[src/hw/rtl/ppc_pkg.sv]
`default_nettype none
// ----------------------------------------------------------------------------
// ppc_pkg
// Types and constants shared by the polygon point containment block.
// ----------------------------------------------------------------------------
package ppc_pkg;

    localparam int MAX_VERTICES = 64;

    localparam int COORD_W  = 24;
    localparam int RADIUS_W = 24;
    localparam int ANGLE_W  = 16;
    localparam int INDEX_W  = 6;
    localparam int COUNT_W  = 7;
    localparam int REQ_W    = 2;
    localparam int CFG_IDX_W = 2;
    localparam int CFG_DATA_W = 24;

    localparam logic [REQ_W-1:0] REQ_APPEND     = 2'd0;
    localparam logic [REQ_W-1:0] REQ_REMOVE_LAST = 2'd1;
    localparam logic [REQ_W-1:0] REQ_REMOVE_AT  = 2'd2;
    localparam logic [REQ_W-1:0] REQ_QUERY      = 2'd3;

    localparam logic [CFG_IDX_W-1:0] CFG_CENTER_X   = 2'd0;
    localparam logic [CFG_IDX_W-1:0] CFG_CENTER_Y   = 2'd1;
    localparam logic [CFG_IDX_W-1:0] CFG_BASE_ANGLE = 2'd2;

    localparam int TRIG_W  = 32;
    localparam int ZACC_W  = 26;
    localparam int CORDIC_STEPS = 16;
    localparam logic signed [TRIG_W-1:0] CORDIC_GAIN = 32'sd652032874;

    typedef struct packed {
        logic [RADIUS_W-1:0] radius;
        logic [ANGLE_W-1:0]  angle;
    } t_vertex;

    function automatic logic signed [ZACC_W-1:0] cordic_atan(input logic [3:0] step);
        logic signed [ZACC_W-1:0] v;
        case (step)
            4'd0:  v = 26'sd2097152;
            4'd1:  v = 26'sd1238021;
            4'd2:  v = 26'sd654136;
            4'd3:  v = 26'sd332053;
            4'd4:  v = 26'sd166669;
            4'd5:  v = 26'sd83416;
            4'd6:  v = 26'sd41718;
            4'd7:  v = 26'sd20860;
            4'd8:  v = 26'sd10430;
            4'd9:  v = 26'sd5215;
            4'd10: v = 26'sd2608;
            4'd11: v = 26'sd1304;
            4'd12: v = 26'sd652;
            4'd13: v = 26'sd326;
            4'd14: v = 26'sd163;
            4'd15: v = 26'sd81;
            default: v = 26'sd0;
        endcase
        return v;
    endfunction

endpackage
`default_nettype wire

[src/hw/rtl/ppc_vmem.sv]
`default_nettype none
// ----------------------------------------------------------------------------
// ppc_vmem
// Vertex table memory with one write port and one registered read port.
// ----------------------------------------------------------------------------
module ppc_vmem import ppc_pkg::*; #(
    parameter int DEPTH = 64,
    parameter int AW    = 6
) (
    input  wire logic          i_clk,
    input  wire logic          i_wr_en,
    input  wire logic [AW-1:0] i_wr_addr,
    input  wire t_vertex       i_wr_data,
    input  wire logic          i_rd_en,
    input  wire logic [AW-1:0] i_rd_addr,
    output t_vertex            o_rd_data
);

    t_vertex r_mem [DEPTH];
    t_vertex r_rd_data;

    always_ff @(posedge i_clk) begin
        if (i_wr_en) begin
            r_mem[i_wr_addr] <= i_wr_data;
        end
    end

    always_ff @(posedge i_clk) begin
        if (i_rd_en) begin
            r_rd_data <= r_mem[i_rd_addr];
        end
    end

    assign o_rd_data = r_rd_data;

endmodule
`default_nettype wire

[config.mk]
export PLATFORM = sky130hd
export DESIGN_NAME = ppc_vmem
export DESIGN_NICKNAME = d
export VERILOG_FILES = /design/src/hw/rtl/ppc_pkg.sv /design/src/hw/rtl/ppc_vmem.sv
export SDC_FILE = /design/constraint.sdc
export NUM_CORES = 2
export LEC_CHECK = 0
export ABC_AREA = 1
export BUFFER_PORTS_ARGS = -buffer_cell sky130_fd_sc_hd__buf_2
export CAP_MARGIN = 30
export CORE_AREA = 2 2 762 461
export DETAILED_ROUTE_END_ITERATION = 8
export DIE_AREA = 0 0 764 463
export PLACE_DENSITY = 0.5
export SLEW_MARGIN = 40
export SYNTH_ARGS = -nofsm -noshare
export SYNTH_HDL_FRONTEND = slang
export SYNTH_SLANG_ARGS = --single-unit
[constraint.sdc]
create_clock -name i_clk -period 7 [get_ports i_clk]
set_input_delay 0.7 -clock i_clk [delete_from_list [all_inputs] [get_ports i_clk]]
set_output_delay 0.7 -clock i_clk [all_outputs]
set_load 0.02 [all_outputs]
==> impl_summary.log <==
[metrics] final setup skew: 0.0509 ns
[metrics] actual transition at the worst max-transition pin: between 0.9 and 1 ns
[metrics] clock tree sinks: 2600
[metrics] Initial Util: 0.298
[metrics] biggest area consumer among synthesized cells: edfxtp_1
[metrics] worst r2r dst: o_rd_data[38]
[metrics] unique cell type count in the Yosys netlist: 13
[metrics] number of stages on the worst setup path: 12
[metrics] slack of the worst reg-to-reg path: ~5 ns
[metrics] non-filler cells, final: 13300
[metrics] die width: about 760 um
[metrics] delay of the slowest cell on the worst path: about 0.5 ns
[metrics] dominant cells by area after synthesis: edfxtp_1 75%, nand3_1 11%, nand2_1 10%
[metrics] vias in the first global route: around 64000
[metrics] root cell of the clock tree: clkbuf_16
[metrics] Final setup viols: 0
[metrics] count of input and output buffers: between 90 and 100
[metrics] CP startpoint: i_rd_addr[0]
[metrics] startpoint of the worst-slack reg-to-reg timing path: r_mem[2][38]
[metrics] pwr dens: 272 mW/mm2
[metrics] crit path capture: o_rd_data[8]
[metrics] chip height: ~460 um
[metrics] synthesis warning total: 0
[metrics] netlist area before placement: around 0.10 mm2
[metrics] global-route wire length before repair: between 400 and 500 mm
[metrics] Bufs and invs on worst path: 4
[metrics] worst supply voltage drop on vdd: around 0.2 mV
[metrics] syn_nets: between 8000 and 9000
[metrics] number of buffers created by CTS: approximately 230
[metrics] cell total after placement: 12900
[metrics] post_cts resized: 0
[metrics] final standard cell utilization of the core: 0.339
[metrics] count of cells along the worst register-to-register path: 8
[metrics] Clk Latency, worst-skew pair: about 0.9 ns
[metrics] most used standard cell by instance count after synthesis: nand2_1
[metrics] required time worst endpoint: ~7.6 ns
[metrics] Arrival @ worst endpoint: ~4.0 ns
[metrics] number of flops mapped to enable cells by yosys: 2600
[metrics] final cycle utilization of the critical path: 0.482
[metrics] area enclosed by the die boundary: ~0.35 mm2
[metrics] unrepaired setup endpoints after global routing: no
[metrics] CORE AREA: around 0.35 mm2
[metrics] Startpoint Class: primary input
[metrics] max-slew violation count: 0
[metrics] Top-Level Pins: 95
[metrics] quantity of hold-fixing buffers added after cts: 0
[metrics] CP Cell Sequence: buf_8 -> inv_12 -> buf_12 -> buf_4 -> nand2_1 -> nand3_1 -> nand3_1 -> nand3_1 -> nand3_1 -> nand2_1 -> nand2_1 -> nand2_1
[metrics] count of maximum capacitance violations: 0
[metrics] CTS tree: yes
[metrics] worst-case clock buffer depth: 4
[metrics] iteration count of the initial detailed-routing pass: 6
[metrics] biggest fanout along the worst timing path: 120
[metrics] Area Overhead vs Synth: 13.5%
[metrics] number of remaining DRC errors: 0
[metrics] total vias in the final route: ~70000
[metrics] normalized max-slew margin: 0.358
[metrics] clock edge transition at the registers on the reported setup and hold paths: around 0.07 ns
[metrics] count of final hold-check violations: 0
[metrics] via-per-instance ratio: around 5.2
[metrics] HPWL after detailed placement: approximately 190 mm
[metrics] top cells by count, synth: 2824 x nand2_1, 2600 x edfxtp_1, 2375 x nand3_1, 370 x buf_2, 115 x clkbuf_1
[metrics] number of core rows: 168
[metrics] Total GRT Usage: 0.193
[metrics] count of nets after finishing: 8495
[metrics] Leak Pwr: slightly above 40 nW
[metrics] portion of the post-synthesis area used by sequential elements: 0.754
[metrics] mean instance size in the synthesized netlist: between 10 and 15 um2
[metrics] depth of the CTS H-tree: 4
[metrics] run status: completed
[metrics] number of antenna violations at the first check in global routing: 36
[metrics] cell with the largest stage delay on the worst path: buf_8
[metrics] Congestion Overflow GR: 0
[metrics] achievable clock frequency: between 200 and 300 MHz
[metrics] Setup TNS Final: 0 ns
[metrics] share of flip-flops with an asynchronous set or reset: 0
[metrics] gpl congestion: between 0.8 and 0.9
[metrics] Iter 0 DRT Violations: 9198
[metrics] total routed wirelength: ~350 mm
[metrics] Min-Delay Path Class: primary input to flop
[metrics] post-route antenna net violation count: 0
[metrics] cell class contributing the biggest share of worst-path delay: buffers and inverters
[metrics] synthesis-stage register bit count: 2600
[metrics] cell count after synthesis: between 8000 and 9000
[metrics] Setup CP Type: primary input to flop
[metrics] layout cells sized above 1: 0.0818
[metrics] post-route minimum period: 3.38 ns
[metrics] maximum number of pins on one net before global-route repair: approximately 170
[metrics] type of destination of the critical path: flop
[metrics] Filler Cell Count: around 34000
[metrics] portion of synthesized cell area occupied by the leading cell type: 0.754
[metrics] # Post-CTS Setup Buffers: 0
[metrics] average wire per cell in the routed design: about 27 um
[metrics] predominant post-synthesis flop cell: edfxtp_1
cell usage in the layout, fill, tap and decap left out, types with 25 or more instances in the layout:
cell	count
nand2_1	2824
buf_6	25
nand3_1	2368
nor2_4	56
buf_2	81
clkinv_2	43
clkinv_1	44
buf_12	27
clkbuf_1	58
clkbuf_16	237
buf_4	155
edfxtp_1	2600
cells by family after synthesis:
logic type / share of synthesized area
simple gates: 0.220
buf+inv: 0.0257
flops: 0.754
routing by layer:
metal	global-route usage	share of wire	vias to the layer above
met5	0	0.000026	-
met1	0.300	0.46	35000
met3	0.0330	0.088	423
met2	0.281	0.43	3229
met4	0.0410	0.021	2
li1	-	-	30100
power by group:
group	switching (W)	internal [W]	total, W
combinational	0.00157	0.000456	0.00203
clock	0.00591	0.00672	0.0126
sequential	0.0000782	0.0173	0.0173
state kept, by name (all words and copies together), names as in the netlist:
signal,flops
o_rd_data,40
r_mem,2560
through the flow:
stage               setup WS (ns)  hold WS, ns  cell area (um2)  power [W]
floorplan                    1.38        0.797           104000     0.0187
global placement             2.65        0.872           110000     0.0197
detailed placement           2.81        0.863           110000     0.0197
CTS                          3.76        0.242           117000     0.0322
global route                 3.58        0.240           118000     0.0329
finish                       3.62        0.259           118000     0.0320
worst min path at each step:
| stage | start | endpoint | cells past startpoint |
|---|---|---|---|
| finish | i_wr_data[18] | r_mem[60][18] | 2 |
| global route | i_rd_en | o_rd_data[3] | 1 |
| CTS | i_rd_en | o_rd_data[10] | 1 |
| detailed placement | r_mem[22][20] | o_rd_data[20] | 8 |
| global placement | r_mem[20][25] | o_rd_data[25] | 8 |
| floorplan | r_mem[10][0] | o_rd_data[0] | 8 |
cell type report:
type | instances | area (um2) | area share
tap | 4675 | 5850 | 0.0498
timing repair buffer | 321 | 3100 | 0.0264
sequential | 2600 | 78100 | 0.664
multi-input combinational | 5272 | 23300 | 0.198
antenna | 8 | 20.0 | 0.000170
clock buffer | 292 | 6070 | 0.0517
clock inverter | 117 | 1030 | 0.00878
inverter | 12 | 83.8 | 0.000713
No activity file was read; power rests on OpenSTA's default activity.
