File: config.mk
export PLATFORM = sky130hd
export DESIGN_NAME = ppc_cordic
export DESIGN_NICKNAME = d
export VERILOG_FILES = /design/src/hw/rtl/ppc_pkg.sv /design/src/hw/rtl/ppc_cordic.sv
export SDC_FILE = /design/constraint.sdc
export NUM_CORES = 1
export LEC_CHECK = 0
export BUFFER_PORTS_ARGS = -buffer_cell sky130_fd_sc_hd__buf_2
export CORE_AREA = 2 2 199 143
export DETAILED_ROUTE_END_ITERATION = 16
export DIE_AREA = 0 0 201 145
export PLACE_DENSITY_LB_ADDON = 0.12
export REMOVE_ABC_BUFFERS = 1
export SLEW_MARGIN = 30
export SYNTH_ARGS = -nofsm -noshare
export SYNTH_HDL_FRONTEND = slang
export SYNTH_SLANG_ARGS = --single-unit
File: constraint.sdc
create_clock -name i_clk -period 6.2 [get_ports i_clk]
set_input_delay 0.62 -clock i_clk [delete_from_list [all_inputs] [get_ports i_clk]]
set_output_delay 0.62 -clock i_clk [all_outputs]
set_load 0.03 [all_outputs]
File: src/hw/rtl/ppc_pkg.sv
`default_nettype none
// ----------------------------------------------------------------------------
// ppc_pkg
// Types and constants shared by the polygon point containment block.
// ----------------------------------------------------------------------------
package ppc_pkg;

    localparam int MAX_VERTICES = 64;

    localparam int COORD_W  = 24;
    localparam int RADIUS_W = 24;
    localparam int ANGLE_W  = 16;
    localparam int INDEX_W  = 6;
    localparam int COUNT_W  = 7;
    localparam int REQ_W    = 2;
    localparam int CFG_IDX_W = 2;
    localparam int CFG_DATA_W = 24;

    localparam logic [REQ_W-1:0] REQ_APPEND     = 2'd0;
    localparam logic [REQ_W-1:0] REQ_REMOVE_LAST = 2'd1;
    localparam logic [REQ_W-1:0] REQ_REMOVE_AT  = 2'd2;
    localparam logic [REQ_W-1:0] REQ_QUERY      = 2'd3;

    localparam logic [CFG_IDX_W-1:0] CFG_CENTER_X   = 2'd0;
    localparam logic [CFG_IDX_W-1:0] CFG_CENTER_Y   = 2'd1;
    localparam logic [CFG_IDX_W-1:0] CFG_BASE_ANGLE = 2'd2;

    localparam int TRIG_W  = 32;
    localparam int ZACC_W  = 26;
    localparam int CORDIC_STEPS = 16;
    localparam logic signed [TRIG_W-1:0] CORDIC_GAIN = 32'sd652032874;

    typedef struct packed {
        logic [RADIUS_W-1:0] radius;
        logic [ANGLE_W-1:0]  angle;
    } t_vertex;

    function automatic logic signed [ZACC_W-1:0] cordic_atan(input logic [3:0] step);
        logic signed [ZACC_W-1:0] v;
        case (step)
            4'd0:  v = 26'sd2097152;
            4'd1:  v = 26'sd1238021;
            4'd2:  v = 26'sd654136;
            4'd3:  v = 26'sd332053;
            4'd4:  v = 26'sd166669;
            4'd5:  v = 26'sd83416;
            4'd6:  v = 26'sd41718;
            4'd7:  v = 26'sd20860;
            4'd8:  v = 26'sd10430;
            4'd9:  v = 26'sd5215;
            4'd10: v = 26'sd2608;
            4'd11: v = 26'sd1304;
            4'd12: v = 26'sd652;
            4'd13: v = 26'sd326;
            4'd14: v = 26'sd163;
            4'd15: v = 26'sd81;
            default: v = 26'sd0;
        endcase
        return v;
    endfunction

endpackage
`default_nettype wire

File: src/hw/rtl/ppc_cordic.sv
`default_nettype none
// ----------------------------------------------------------------------------
// ppc_cordic
// Iterative rotation unit giving cosine and sine of a 16-bit angle in Q30.
// ----------------------------------------------------------------------------
module ppc_cordic import ppc_pkg::*; (
    input  wire logic                     i_clk,
    input  wire logic                     i_rst_n,
    input  wire logic                     i_start,
    input  wire logic [ANGLE_W-1:0]       i_angle,
    output logic                          o_done,
    output logic signed [TRIG_W-1:0]      o_cos,
    output logic signed [TRIG_W-1:0]      o_sin
);

    logic                      r_busy;
    logic                      r_done;
    logic                      r_flip;
    logic [3:0]                r_i;
    logic signed [TRIG_W-1:0]  r_x;
    logic signed [TRIG_W-1:0]  r_y;
    logic signed [ZACC_W-1:0]  r_z;

    logic                      w_fold;
    logic [ANGLE_W-1:0]        w_a;
    logic signed [TRIG_W-1:0]  w_xs;
    logic signed [TRIG_W-1:0]  w_ys;
    logic signed [ZACC_W-1:0]  w_atan;

    assign w_fold = (i_angle >= 16'd16384) && (i_angle < 16'd49152);
    assign w_a    = w_fold ? (i_angle + 16'd32768) : i_angle;
    assign w_xs   = r_x >>> r_i;
    assign w_ys   = r_y >>> r_i;
    assign w_atan = cordic_atan(r_i);

    always_ff @(posedge i_clk) begin
        if (!i_rst_n) begin
            r_busy <= 1'b0;
            r_done <= 1'b0;
            r_i    <= '0;
        end else begin
            r_done <= r_busy && (r_i == 4'(CORDIC_STEPS - 1));
            if (i_start) begin
                r_busy <= 1'b1;
                r_i    <= '0;
                r_done <= 1'b0;
            end else if (r_busy) begin
                r_i <= r_i + 4'd1;
                if (r_i == 4'(CORDIC_STEPS - 1)) begin
                    r_busy <= 1'b0;
                end
            end
        end
    end

    always_ff @(posedge i_clk) begin
        if (i_start) begin
            r_flip <= w_fold;
            r_x    <= CORDIC_GAIN;
            r_y    <= '0;
            r_z    <= ZACC_W'(signed'({w_a, 8'b0}));
        end else if (r_busy) begin
            if (!r_z[ZACC_W-1]) begin
                r_x <= r_x - w_ys;
                r_y <= r_y + w_xs;
                r_z <= r_z - w_atan;
            end else begin
                r_x <= r_x + w_ys;
                r_y <= r_y - w_xs;
                r_z <= r_z + w_atan;
            end
        end
    end

    assign o_done = r_done;
    assign o_cos  = r_flip ? -r_x : r_x;
    assign o_sin  = r_flip ? -r_y : r_y;

endmodule
`default_nettype wire

==> summary.md <==
| Metric | Value |
|---|---|
| Status | completed |
| Pre-CTS setup slack | 0.1724 ns |
| Clock Path Buffers | 2 |
| Die ar. | 29,150 um^2 |
| Worst-Skew Late Latency | 0.46 ns |
| Worst setup EP type | register |
| PwrDens | 528.4 nW/um^2 |
| Drt drc | 0 |
| Crit path launch type | register |
| Hold WS | 0.4250 ns |
| DP HPWL | 37,600 um |
| #FFs+latches synth | 119 |
| Peak VDD IR | 0.3126 mV |
| Slowest CP cell | mux4_2 |
| Detailed Route Iter0 Violations | 1,665 |
| Final worst slack | 0.2240 ns |
| Reg2Reg Depth | 18 |
| CTS Root Cell | clkbuf_16 |
| Largest net degree at the start of global routing | 55 |
| Average size of a mapped cell | 8.046 um^2 |
| Internal power | 4.286 mW |
| Distinct cells, synth | 99 |
| Layout net count | 2,074 |
| Tmin final | 5.976 ns |
| Vias per cell | 6.485 |
| Crit-path cells | mux4_2 > or4_1 > o22ai_1 > and2_1 > and3_1 > a21oi_1 > xnor2_1 > ha_1 > a21o_1 > a2111oi_0 > a21boi_0 > nor3_1 > a211o_1 > o311ai_0 > nand3b_1 > a311oi_1 > mux2_2 > mux2_4 |
| Fin crit share | 0.9639 |
| Final Wtd Congestion | 0.9846 |
| Clock sink count | 119 |
| First-pass GRT wire length | 78,400 um |
| Hold crit path type | in2reg |
| Asr flop ratio synth | 0 |
| Seq/Total Area, Yosys | 0.1654 |
| Die H | 145 um |
| Vias in the first global route | 13,700 |
| Max Slew Vio Count | 0 |
| Initial core utilization | 0.5708 |
| Final Setup Violations | 0 |
| Worst Hold Path Cells | 2 |
| Antenna Violating Nets Remaining | 0 |
| R2r endpoint | r_x[31] |
| I/O pin count | 84 |
| Crit Path Class | reg2reg |
| Cell Area, Synth | 15,550 um^2 |
| Clk slew on worst S/H paths | 0.06 ns |
| Largest stage delay, worst path | 0.61 ns |
| Clock skew | 0.008464 ns |
| Share of layout cells above drive strength 1 | 0.1491 |
| Die X | 201 um |
| Initial antenna violation count | 3 |
| P_sw | 4.601 mW |
| Logic pwr share | 0.711 |
| Via count | 15,110 |
| Global Route Usage Sum | 0.3421 |
| Post-Syn Instances | 1,933 |
| Crit path DAT | 6.32 ns |
| CTS tree | done |
| Final Hold Violating Endpoints | 0 |
| Part of the power in registers | 0.168 |
| Post-synth EDFFs | 19 |
| Synth top area share | 0.1287 |
| RSZ-0062 raised after global routing | no |
| Actual slew at the worst max-slew pin | 0.8538 ns |
| Slew headroom | 0.4235 |
| Clock network power share | 0.122 |
| Commonest non-fill, non-tap cell in the layout | nand2_1 |
| Warnings from Yosys | 0 |
| CTS HTree Levels | 4 |
| Max frequency | 167.3 MHz |
| Congestion Overflow GR | 0 |
| Layout Utilization | 0.6173 |
| IO Port Bufs | 83 |
| Worst R2R Start | r_i[1] |
| Max cap viols | 0 |
| Row count | 51 |
| Leakage | 7.049 nW |
| P&R area growth vs syn | 8.133% |
| Reg2Reg Setup Slack | 0.22 ns |
| Maximum net fanout on the critical path | 20 |
| Commonest non-fill, non-tap cells in the layout | nand2_1 (198), nor2_1 (168), a21oi_1 (152), xnor2_1 (134), o21ai_0 (126) |
| Pre-antenna DRT Iters | 6 |
| Diode count | 0 |
| Worst endpoint required time | 6.55 ns |
| CTS Buf Count | 17 |
| Dominant cells by area after synthesis | dfxtp_1 (13%), mux4_2 (9.0%), ha_1 (8.5%), xnor2_1 (7.5%), mux2i_1 (5.2%) |
| Core Footprint | 27,250 um^2 |
| Routed length per placed instance | 21.50 um |
| Synth Flop Type | dfxtp_1 |
| Sw Share | 0.5177 |
| Cell taking the most area after synthesis | dfxtp_1 |
| DRT Wirelength | 50,100 um |
| Worst hold endpoint | r_busy |
| Hold_sp | i_rst_n |
-- synthesized netlist by cell type, types with 25 or more instances --
cell      instances
a31oi_1          32
a21oi_1         152
nor3_1           33
inv_1            52
o21ai_0         126
clkbuf_1         76
xnor2_1         134
mux4_2           62
nand2_1         198
or3_1            25
xor2_1           75
nand3_1          30
mux2i_1          81
a21o_1           37
nor2_1          168
dfxtp_1         100
ha_1            106
-- worst max path at each step --
stage	end	slack, ns	startpoint
after CTS	r_y[31]	0.15	r_i[1]
after detailed placement	r_y[31]	0.17	r_i[1]
after global placement	r_x[31]	0.37	r_i[1]
after global routing	r_y[31]	0.02	r_i[2]
final	r_x[31]	0.22	r_i[1]
after floorplan	r_x[31]	-1.68	r_i[1]
-- metrics by stage --
stage               area (um^2)  cells  TNS, ns  power, mW
finish                    16820   2330        0      8.887
global route              16820   2330        0      9.544
CTS                       16750   2328        0      8.767
detailed placement        16130   2296        0      7.636
global placement          16100   2294        0      7.544
floorplan                 14880   1800   -31.56      6.090
-- what timing repair did --
action	in CTS	in global routing
hold buffers	0	0
setup buffers	0	2
setup endpoints to repair	0	3
resized for setup	0	3
-- critical path, delay by kind of cell, from the launching register on --
kind | cells | cell delay, ns
AOI/OAI and AO/OA | 8 | 2.12
DFF | 1 | 0.60
muxes | 3 | 1.28
adders and majority gates | 1 | 0.24
and+or+nand+nor | 5 | 1.47
xor gates and xnor gates | 1 | 0.16
-- registers in the layout, summed over array words and instances, names as in the netlist --
name,cells
r_i,4
r_x,32
w_atan,22
r_z,26
r_y,32
o_done,1
r_busy,1
r_flip,1
-- area by class of cell --
cell class,count,area [um^2]
well taps,371,464.2
flip-flops and latches,119,2589
clock buffers,23,479.2
repair buffers,127,829.5
clock inverters,9,140.1
fillers,2509,10430
inverters,57,214.0
multi-input cells,1624,12100
-- kinds of logic (layout without fill, tap and decap cells) --
| kind of cell | after synthesis | count (layout) | synth area share |
|---|---|---|---|
| xor+xnor | 210 | 210 | 0.1187 |
| compound gates | 538 | 538 | 0.2194 |
| fa+ha+maj | 109 | 109 | 0.08913 |
| flops | 119 | 119 | 0.1654 |
| simple gates | 590 | 590 | 0.1810 |
| buf+inv | 190 | 216 | 0.05687 |
| mux | 177 | 177 | 0.1695 |
-- metal layers --
| layer | share of wire | wire length, um | GRT usage | up-vias |
|---|---|---|---|---|
| met5 | 0 | 0 | 0 | - |
| met4 | 0.026 | 1309 | 0.09926 | 0 |
| met3 | 0.12 | 5888 | 0.1004 | 87 |
| met2 | 0.40 | 19840 | 0.4661 | 747 |
| met1 | 0.46 | 23060 | 0.5141 | 7165 |
| li1 | - | - | - | 7111 |
-- power by group through the flow --
stage                     combinational [mW]  sequential [mW]  clock (mW)
after floorplan                         4.77             1.32           0
after global placement                  6.06             1.48           0
after detailed placement                6.16             1.48           0
after CTS                               6.21             1.47        1.09
after global routing                    6.91             1.52        1.12
final                                   6.32             1.49        1.08
Power figures use the tool's default switching activity.
